$ cat src/hdl/bcr_pkg.sv
// Shared types, register map, mode codes and BCD helper functions
// for the BCD real-time clock. No dependencies.
package bcr_pkg;

    localparam int DataW = 8;
    localparam int AddrW = 8;
    localparam int ModeW = 2;
    localparam int DowW  = 4;

    localparam logic [ModeW-1:0] MODE_TICK  = 2'd0;
    localparam logic [ModeW-1:0] MODE_READ  = 2'd1;
    localparam logic [ModeW-1:0] MODE_WRITE = 2'd2;

    localparam logic [AddrW-1:0] ADDR_ENABLE  = 8'h90;
    localparam logic [AddrW-1:0] ADDR_YEAR    = 8'h91;
    localparam logic [AddrW-1:0] ADDR_MONTH   = 8'h92;
    localparam logic [AddrW-1:0] ADDR_DAY     = 8'h93;
    localparam logic [AddrW-1:0] ADDR_HOUR    = 8'h94;
    localparam logic [AddrW-1:0] ADDR_MINUTE  = 8'h95;
    localparam logic [AddrW-1:0] ADDR_SECOND  = 8'h96;
    localparam logic [AddrW-1:0] ADDR_WEEKDAY = 8'h97;

    localparam logic [DataW-1:0] LIM_SECOND = 8'h59;
    localparam logic [DataW-1:0] LIM_HOUR   = 8'h23;
    localparam logic [DataW-1:0] LIM_MONTH  = 8'h12;
    localparam logic [DataW-1:0] LIM_YEAR   = 8'h99;
    localparam logic [DataW-1:0] DAYS_FEB_LEAP = 8'h29;
    localparam logic [DataW-1:0] DAYS_FEB      = 8'h28;
    localparam logic [DataW-1:0] DAYS_SHORT    = 8'h30;
    localparam logic [DataW-1:0] DAYS_LONG     = 8'h31;
    localparam logic [DataW-1:0] MONTH_FEB = 8'h02;
    localparam logic [DataW-1:0] MONTH_APR = 8'h04;
    localparam logic [DataW-1:0] MONTH_JUN = 8'h06;
    localparam logic [DataW-1:0] MONTH_SEP = 8'h09;
    localparam logic [DataW-1:0] MONTH_NOV = 8'h11;
    localparam logic [DowW-1:0]  DOW_WRAP  = 4'd7;

    localparam logic [DataW-1:0] RST_YEAR   = 8'h00;
    localparam logic [DataW-1:0] RST_MONTH  = 8'h01;
    localparam logic [DataW-1:0] RST_DAY    = 8'h01;
    localparam logic [DataW-1:0] RST_HOUR   = 8'h00;
    localparam logic [DataW-1:0] RST_MINUTE = 8'h00;
    localparam logic [DataW-1:0] RST_SECOND = 8'h00;
    localparam logic [DowW-1:0]  RST_DOW    = 4'd0;

    typedef struct packed {
        logic             run_en;
        logic [DataW-1:0] year;
        logic [DataW-1:0] month;
        logic [DataW-1:0] day;
        logic [DataW-1:0] hour;
        logic [DataW-1:0] minute;
        logic [DataW-1:0] second;
        logic [DowW-1:0]  dow;
    } t_time;

    function automatic logic [DataW-1:0] bcd_inc(input logic [DataW-1:0] v);
        logic [DataW-1:0] r;
        r = v + 8'd1;
        if (r[3:0] > 4'd9) begin
            r = r + 8'd6;
        end
        return r;
    endfunction

    // decimal year mod 4 = (2*tens + ones) mod 4
    function automatic logic [1:0] leap_phase(input logic [DataW-1:0] year);
        return {year[4], 1'b0} + year[1:0];
    endfunction

    function automatic logic [DataW-1:0] month_len(input logic [DataW-1:0] month,
                                                   input logic [DataW-1:0] year);
        logic [DataW-1:0] len;
        unique case (month)
            MONTH_FEB: begin
                len = (leap_phase(year) == 2'd0) ? DAYS_FEB_LEAP : DAYS_FEB;
            end
            MONTH_APR, MONTH_JUN, MONTH_SEP, MONTH_NOV: begin
                len = DAYS_SHORT;
            end
            default: begin
                len = DAYS_LONG;
            end
        endcase
        return len;
    endfunction

endpackage

$ cat src/hdl/bcr_tick.sv
// One-second advance of the BCD time and calendar while run_en is set, combinational.
// Depends on bcr_pkg.
module bcr_tick (
    input  bcr_pkg::t_time i_time,
    output bcr_pkg::t_time o_time
);

    always_comb begin
        logic [bcr_pkg::DataW-1:0] sec;
        logic [bcr_pkg::DataW-1:0] min;
        logic [bcr_pkg::DataW-1:0] hr;
        logic [bcr_pkg::DataW-1:0] dy;
        logic [bcr_pkg::DataW-1:0] mon;
        logic [bcr_pkg::DataW-1:0] yr;
        logic [bcr_pkg::DowW-1:0]  dw;
        sec = bcr_pkg::bcd_inc(i_time.second);
        min = bcr_pkg::bcd_inc(i_time.minute);
        hr  = bcr_pkg::bcd_inc(i_time.hour);
        dy  = bcr_pkg::bcd_inc(i_time.day);
        mon = bcr_pkg::bcd_inc(i_time.month);
        yr  = bcr_pkg::bcd_inc(i_time.year);
        dw  = i_time.dow + 4'd1;
        o_time = i_time;
        if (i_time.run_en) begin
            if (sec <= bcr_pkg::LIM_SECOND) begin
                o_time.second = sec;
            end else begin
                o_time.second = '0;
                if (min <= bcr_pkg::LIM_SECOND) begin
                    o_time.minute = min;
                end else begin
                    o_time.minute = '0;
                    if (hr <= bcr_pkg::LIM_HOUR) begin
                        o_time.hour = hr;
                    end else begin
                        o_time.hour = '0;
                        o_time.dow  = (dw >= bcr_pkg::DOW_WRAP) ? '0 : dw;
                        if (dy <= bcr_pkg::month_len(i_time.month, i_time.year)) begin
                            o_time.day = dy;
                        end else begin
                            o_time.day = 8'h01;
                            if (mon <= bcr_pkg::LIM_MONTH) begin
                                o_time.month = mon;
                            end else begin
                                o_time.month = 8'h01;
                                o_time.year  = (yr > bcr_pkg::LIM_YEAR) ? '0 : yr;
                            end
                        end
                    end
                end
            end
        end
    end

endmodule

$ cat src/hdl/bcr_regfile.sv
// Clock and calendar registers with register-map read and write.
// Depends on bcr_pkg and bcr_tick.
module bcr_regfile (
    input  logic                        i_clk,
    input  logic                        i_rst_n,
    input  logic                        i_en,
    input  logic [bcr_pkg::ModeW-1:0]   i_mode,
    input  logic [bcr_pkg::AddrW-1:0]   i_address,
    input  logic [bcr_pkg::DataW-1:0]   i_write_data,
    output logic [bcr_pkg::DataW-1:0]   o_read_data
);

    bcr_pkg::t_time r_time;
    bcr_pkg::t_time n_time;
    bcr_pkg::t_time w_ticked;

    bcr_tick u_tick (
        .i_time (r_time),
        .o_time (w_ticked)
    );

    always_comb begin
        n_time = r_time;
        if (i_en) begin
            if (i_mode == bcr_pkg::MODE_TICK) begin
                n_time = w_ticked;
            end else if (i_mode == bcr_pkg::MODE_WRITE) begin
                unique case (i_address)
                    bcr_pkg::ADDR_ENABLE:  n_time.run_en = i_write_data[0];
                    bcr_pkg::ADDR_YEAR:    n_time.year   = i_write_data;
                    bcr_pkg::ADDR_MONTH:   n_time.month  = i_write_data;
                    bcr_pkg::ADDR_DAY:     n_time.day    = i_write_data;
                    bcr_pkg::ADDR_HOUR:    n_time.hour   = i_write_data;
                    bcr_pkg::ADDR_MINUTE:  n_time.minute = i_write_data;
                    bcr_pkg::ADDR_SECOND:  n_time.second = i_write_data;
                    bcr_pkg::ADDR_WEEKDAY: n_time.dow    = i_write_data[3:0];
                    default: begin
                    end
                endcase
            end
        end
    end

    always_comb begin
        o_read_data = '0;
        if (i_mode == bcr_pkg::MODE_READ) begin
            unique case (i_address)
                bcr_pkg::ADDR_ENABLE:  o_read_data = {7'd0, r_time.run_en};
                bcr_pkg::ADDR_YEAR:    o_read_data = r_time.year;
                bcr_pkg::ADDR_MONTH:   o_read_data = r_time.month;
                bcr_pkg::ADDR_DAY:     o_read_data = r_time.day;
                bcr_pkg::ADDR_HOUR:    o_read_data = r_time.hour;
                bcr_pkg::ADDR_MINUTE:  o_read_data = r_time.minute;
                bcr_pkg::ADDR_SECOND:  o_read_data = r_time.second;
                bcr_pkg::ADDR_WEEKDAY: begin
                    o_read_data = {2'd0, bcr_pkg::leap_phase(r_time.year), r_time.dow};
                end
                default: o_read_data = '0;
            endcase
        end
    end

    always_ff @(posedge i_clk) begin
        if (!i_rst_n) begin
            r_time.run_en <= 1'b1;
            r_time.year   <= bcr_pkg::RST_YEAR;
            r_time.month  <= bcr_pkg::RST_MONTH;
            r_time.day    <= bcr_pkg::RST_DAY;
            r_time.hour   <= bcr_pkg::RST_HOUR;
            r_time.minute <= bcr_pkg::RST_MINUTE;
            r_time.second <= bcr_pkg::RST_SECOND;
            r_time.dow    <= bcr_pkg::RST_DOW;
        end else begin
            r_time <= n_time;
        end
    end

endmodule

$ cat src/hdl/bcd_calendar_rtc_unit.sv
// An accepted word waits in the input register, its result in the result
// register. Throughput: one word per cycle while results are taken; the two
// registers part the two sides, so a stalled result does not block intake
// until both hold a word. Reset (synchronous, active low) empties both
// stages and sets the clock to enabled, 00-01-01 00:00:00, weekday 0.
module bcd_calendar_rtc_unit (
    input  logic        i_clk,
    input  logic        i_rst_n,
    input  logic        s_axis_tvalid,
    output logic        s_axis_tready,
    input  logic [15:0] s_axis_tdata,   // [7:0] address, [15:8] write_data
    input  logic [1:0]  s_axis_tuser,   // [1:0] mode
    output logic        m_axis_tvalid,
    input  logic        m_axis_tready,
    output logic [7:0]  m_axis_tdata    // [7:0] read_data
);

    logic                        r_in_valid;
    logic [bcr_pkg::ModeW-1:0]   r_mode;
    logic [bcr_pkg::AddrW-1:0]   r_address;
    logic [bcr_pkg::DataW-1:0]   r_write_data;
    logic                        r_out_valid;
    logic [bcr_pkg::DataW-1:0]   r_out_data;
    logic                        w_advance;
    logic [bcr_pkg::DataW-1:0]   w_read_data;

    assign w_advance     = r_in_valid && (!r_out_valid || m_axis_tready);
    assign s_axis_tready = !r_in_valid || w_advance;
    assign m_axis_tvalid = r_out_valid;
    assign m_axis_tdata  = r_out_data;

    bcr_regfile u_regfile (
        .i_clk        (i_clk),
        .i_rst_n      (i_rst_n),
        .i_en         (w_advance),
        .i_mode       (r_mode),
        .i_address    (r_address),
        .i_write_data (r_write_data),
        .o_read_data  (w_read_data)
    );

    always_ff @(posedge i_clk) begin
        if (!i_rst_n) begin
            r_in_valid <= 1'b0;
        end else if (s_axis_tready) begin
            r_in_valid <= s_axis_tvalid;
        end
    end

    always_ff @(posedge i_clk) begin
        if (s_axis_tvalid && s_axis_tready) begin
            r_mode       <= s_axis_tuser;
            r_address    <= s_axis_tdata[7:0];
            r_write_data <= s_axis_tdata[15:8];
        end
    end

    always_ff @(posedge i_clk) begin
        if (!i_rst_n) begin
            r_out_valid <= 1'b0;
        end else if (w_advance) begin
            r_out_valid <= 1'b1;
        end else if (m_axis_tready) begin
            r_out_valid <= 1'b0;
        end
    end

    always_ff @(posedge i_clk) begin
        if (w_advance) begin
            r_out_data <= w_read_data;
        end
    end

`ifndef SYNTHESIS
    a_stall_cause: assert property (@(posedge i_clk) disable iff (!i_rst_n)
        !s_axis_tready |-> (r_in_valid && r_out_valid && !m_axis_tready))
        else $error("intake stalled without a full pipeline");

    a_advance_out: assert property (@(posedge i_clk) disable iff (!i_rst_n)
        w_advance |=> m_axis_tvalid)
        else $error("processed word produced no result");

    a_nonread_zero: assert property (@(posedge i_clk) disable iff (!i_rst_n)
        (w_advance && r_mode != bcr_pkg::MODE_READ) |=> (m_axis_tdata == 8'd0))
        else $error("non-read word returned nonzero data");

    a_accept_fill: assert property (@(posedge i_clk) disable iff (!i_rst_n)
        (s_axis_tvalid && s_axis_tready) |=> r_in_valid)
        else $error("accepted word lost from input register");
`endif

endmodule
$ cat config.mk
export PLATFORM = sky130hd
export DESIGN_NAME = bcd_calendar_rtc_unit
export DESIGN_NICKNAME = d
export VERILOG_FILES = /design/src/hdl/bcr_pkg.sv /design/src/hdl/bcr_tick.sv /design/src/hdl/bcr_regfile.sv /design/src/hdl/bcd_calendar_rtc_unit.sv
export SDC_FILE = /design/constraint.sdc
export NUM_CORES = 1
export LEC_CHECK = 0
export ABC_AREA = 1
export BUFFER_PORTS_ARGS = -buffer_cell sky130_fd_sc_hd__buf_2
export CORE_MARGIN = 1
export CORE_UTILIZATION = 45
export DETAILED_ROUTE_END_ITERATION = 10
export PLACE_DENSITY_LB_ADDON = 0.12
export SLEW_MARGIN = 10
export SYNTH_ARGS = -nofsm -noshare
export SYNTH_HDL_FRONTEND = slang
export SYNTH_SLANG_ARGS = --single-unit
$ cat constraint.sdc
create_clock -name i_clk -period 7.44 [get_ports i_clk]
set_input_delay 0.372 -clock i_clk [delete_from_list [all_inputs] [get_ports i_clk]]
set_output_delay 0.372 -clock i_clk [all_outputs]
set_load 0.05 [all_outputs]
==> metrics <==
status=finished, final reports clean; Fin. Hold Viols=0; RSZ-0062 raised after global routing=false; crit share post-route=0.4326; WP buf/inv=2; first-pass GRT wire length=29.95 mm; dpl ws=4.307 ns; final total power=1.081 mW; synthesized netlist cell count=988; I/O pin cnt=32; final critical path time including I/O delays and setup=3.219 ns; Critical Path Fanout Max=16; placed instance count=1179; row count=43; reg-to-reg slack, setup=4.22 ns; slowest CP cell=dfxtp_1; Die Width=121.8 um; Req. time, crit path=7.69 ns; synthesized area=6456 sq um; grt ovf=0; Clk Latency, worst-skew pair=0.36 ns; initial antenna violation count=0; core area=13930 sq um; routed len/inst=15.56 um; final cell area excluding filler cells=7037 sq um; vias post-DR=6383; vias in the first global route=5714; peak supply drop=0.1848 mV; syn nets=1040; Die Height=121.8 um; root buffer cell=clkbuf_16; ratio of cells with drive above 1 in the final layout=0.09852; post_cts resized=0; Yosys cell types=49; fmax=310.7 MHz; Post-DRT Antenna Nets=0; Hold Path Class=input pin to flip-flop; syn avg cell area=6.535 sq um; Primary FF master, synth=dfxtp_1; drt first-iter violations=519; synth warn=0; Post-Route WL=18.60 mm; Lkg Pwr=3.228 nW; GPL Wtd Cong=0.9334; Setup Buffers After CTS=0; slowest stage delay, CP=0.48 ns; Tot GR Track Use=0.2664; number of max-cap violations=0; worst hold slack=0.1901 ns; Initial Util=0.4633; non-filler cells, final=1195; clk_skew=0.009674 ns; vias per inst=5.341; Pwr Density=153.6 nW/um^2; CP Class=flip-flop to flip-flop; crit-path cells=inv_1 > ha_1 > or2_2 > nand2_1 > nand3_1 > xor2_1 > ha_1 > a32o_1 > nand3_1 > nand3_1 > nand4_1 > inv_1 > nor2_4 > nand3_1 > nand2_1 > nor2_1; number of synthesized flops with an enable pin=26; # clock sinks=81; TritonCTS clock tree=done; final setup fails=0; Port Buffers=31; Clock Path Buffers=2; hpwl dp=14.03 mm; Least-Margin Pin Slew=0.8173 ns; Die ar.=14830 sq um; Final #Nets=1062; final setup TNS=0 ns; largest net degree at the start of global routing=43; CTS Buf Count=9; FFs w/ async S/R, synth=0; flops & latches, synth=81; dpl cell area=6720 sq um; Reg clk slew, reported paths=0.06 ns; hold buffer count at cts=0; TritonRoute pass-1 iters=7; register area share after synthesis=0.2915; Most common cell on crit path=nand3_1; Syn-to-layout area delta=8.992%; Final Max Slew Viols=0; Top delay family on crit path=simple AND/OR/NAND/NOR gates; Startpoint Class=flip-flop; H-tree level count=3; relative slew slack=0.4552; setup ws final=4.221 ns; drt drc=0; Inserted Diodes=0; Setup crit end kind=flip-flop; fin util=0.5050; Worst EP arrival=3.47 ns
-- synth_stat cells (5+ instances only) --
cell	number	area [sq um]
a31oi_1	7	43.79
o22ai_1	13	81.33
nand3b_1	6	45.04
clkbuf_1	7	26.28
nor3_1	8	40.04
o21ai_1	8	40.04
a21oi_1	48	240.2
nand3_2	5	50.05
inv_1	149	559.3
nand2_1	246	923.4
nor2_1	121	454.2
a221oi_1	5	43.79
o21ai_0	52	260.3
edfxtp_1	26	780.8
ha_1	30	375.4
xor2_1	5	43.79
nand2_2	16	100.1
nand4_1	32	200.2
nor2_4	6	67.56
nand2_4	7	78.83
nand3_1	82	410.4
buf_2	5	25.02
dfxtp_1	55	1101
-- power breakdown --
part	leakage (nW)	total [mW]	internal [mW]	switching (mW)
Sequential	0.698	0.478	0.469	0.00960
Combinational	2.37	0.117	0.0313	0.0854
Clock	0.158	0.486	0.294	0.192
-- per-layer routing --
layer	share of wire	wire length, um	GRT usage
met2	0.45	8302	0.4213
met1	0.47	8781	0.3662
met5	0	0	0
met3	0.063	1164	0.05103
met4	0.019	349	0.07716
-- cells by family (layout without fill, tap and decap cells) --
group,count (synthesis),after routing,synth area share
and+or+nand+nor,544,544,0.3952
buffers and inverters,172,199,0.1070
AOI/OAI and AO/OA,151,151,0.1324
DFF,81,81,0.2915
adders and majority gates,30,30,0.05814
xor gates and xnor gates,10,10,0.01589
-- cell usage in the layout, fill, tap and decap left out, types with 26 or more instances in the layout --
master / synthesis / final
edfxtp_1: 26 / 26
inv_1: 149 / 149
buf_2: 5 / 31
nand4_1: 32 / 32
ha_1: 30 / 30
nor2_1: 121 / 121
dfxtp_1: 55 / 55
nand2_1: 246 / 246
o21ai_0: 52 / 52
nand3_1: 82 / 82
a21oi_1: 48 / 48
-- final cells by class --
cell class                 count  area, sq um
fill                        1448         6898
multi-input combinational    735         3884
sequential                    81         1882
inverter                     151        566.8
clock buffer                   9        225.2
tap                          180        225.2
timing repair buffer          32        162.7
clock inverter                 7        91.34
-- worst register-to-register path: stages (launching register included) --
cell and delay (ns):
dfxtp_1 0.48, inv_1 0.10, ha_1 0.19, or2_2 0.26, nand2_1 0.14, nand3_1 0.13, xor2_1 0.18, ha_1 0.33
a32o_1 0.25, nand3_1 0.09, nand3_1 0.07, nand4_1 0.14, inv_1 0.16, nor2_4 0.33, nand3_1 0.13, nand2_1 0.08
nor2_1 0.05
-- worst paths after layout --
kind / startpoint / end / cells past startpoint
max reg2reg: u_regfile.r_time[28]$_SDFFE_PN1P_ / u_regfile.r_time[45]$_SDFFE_PN0P_ / 16
max: u_regfile.r_time[28]$_SDFFE_PN1P_ / u_regfile.r_time[45]$_SDFFE_PN0P_ / 16
min: s_axis_tdata[6] / r_address[6]$_DFFE_PP_ / 1
min reg2reg: u_regfile.r_time[27]$_SDFFE_PN0P_ / u_regfile.r_time[27]$_SDFFE_PN0P_ / 2
-- sequential cells by signal, summed over array words and instances, names as in the netlist --
signal and cells:
u_regfile.r_time 53, m_axis_tdata 8, r_address 8, r_write_data 8, r_mode 2, m_axis_tvalid 1, r_in_valid 1
Power figures use the tool's default switching activity.
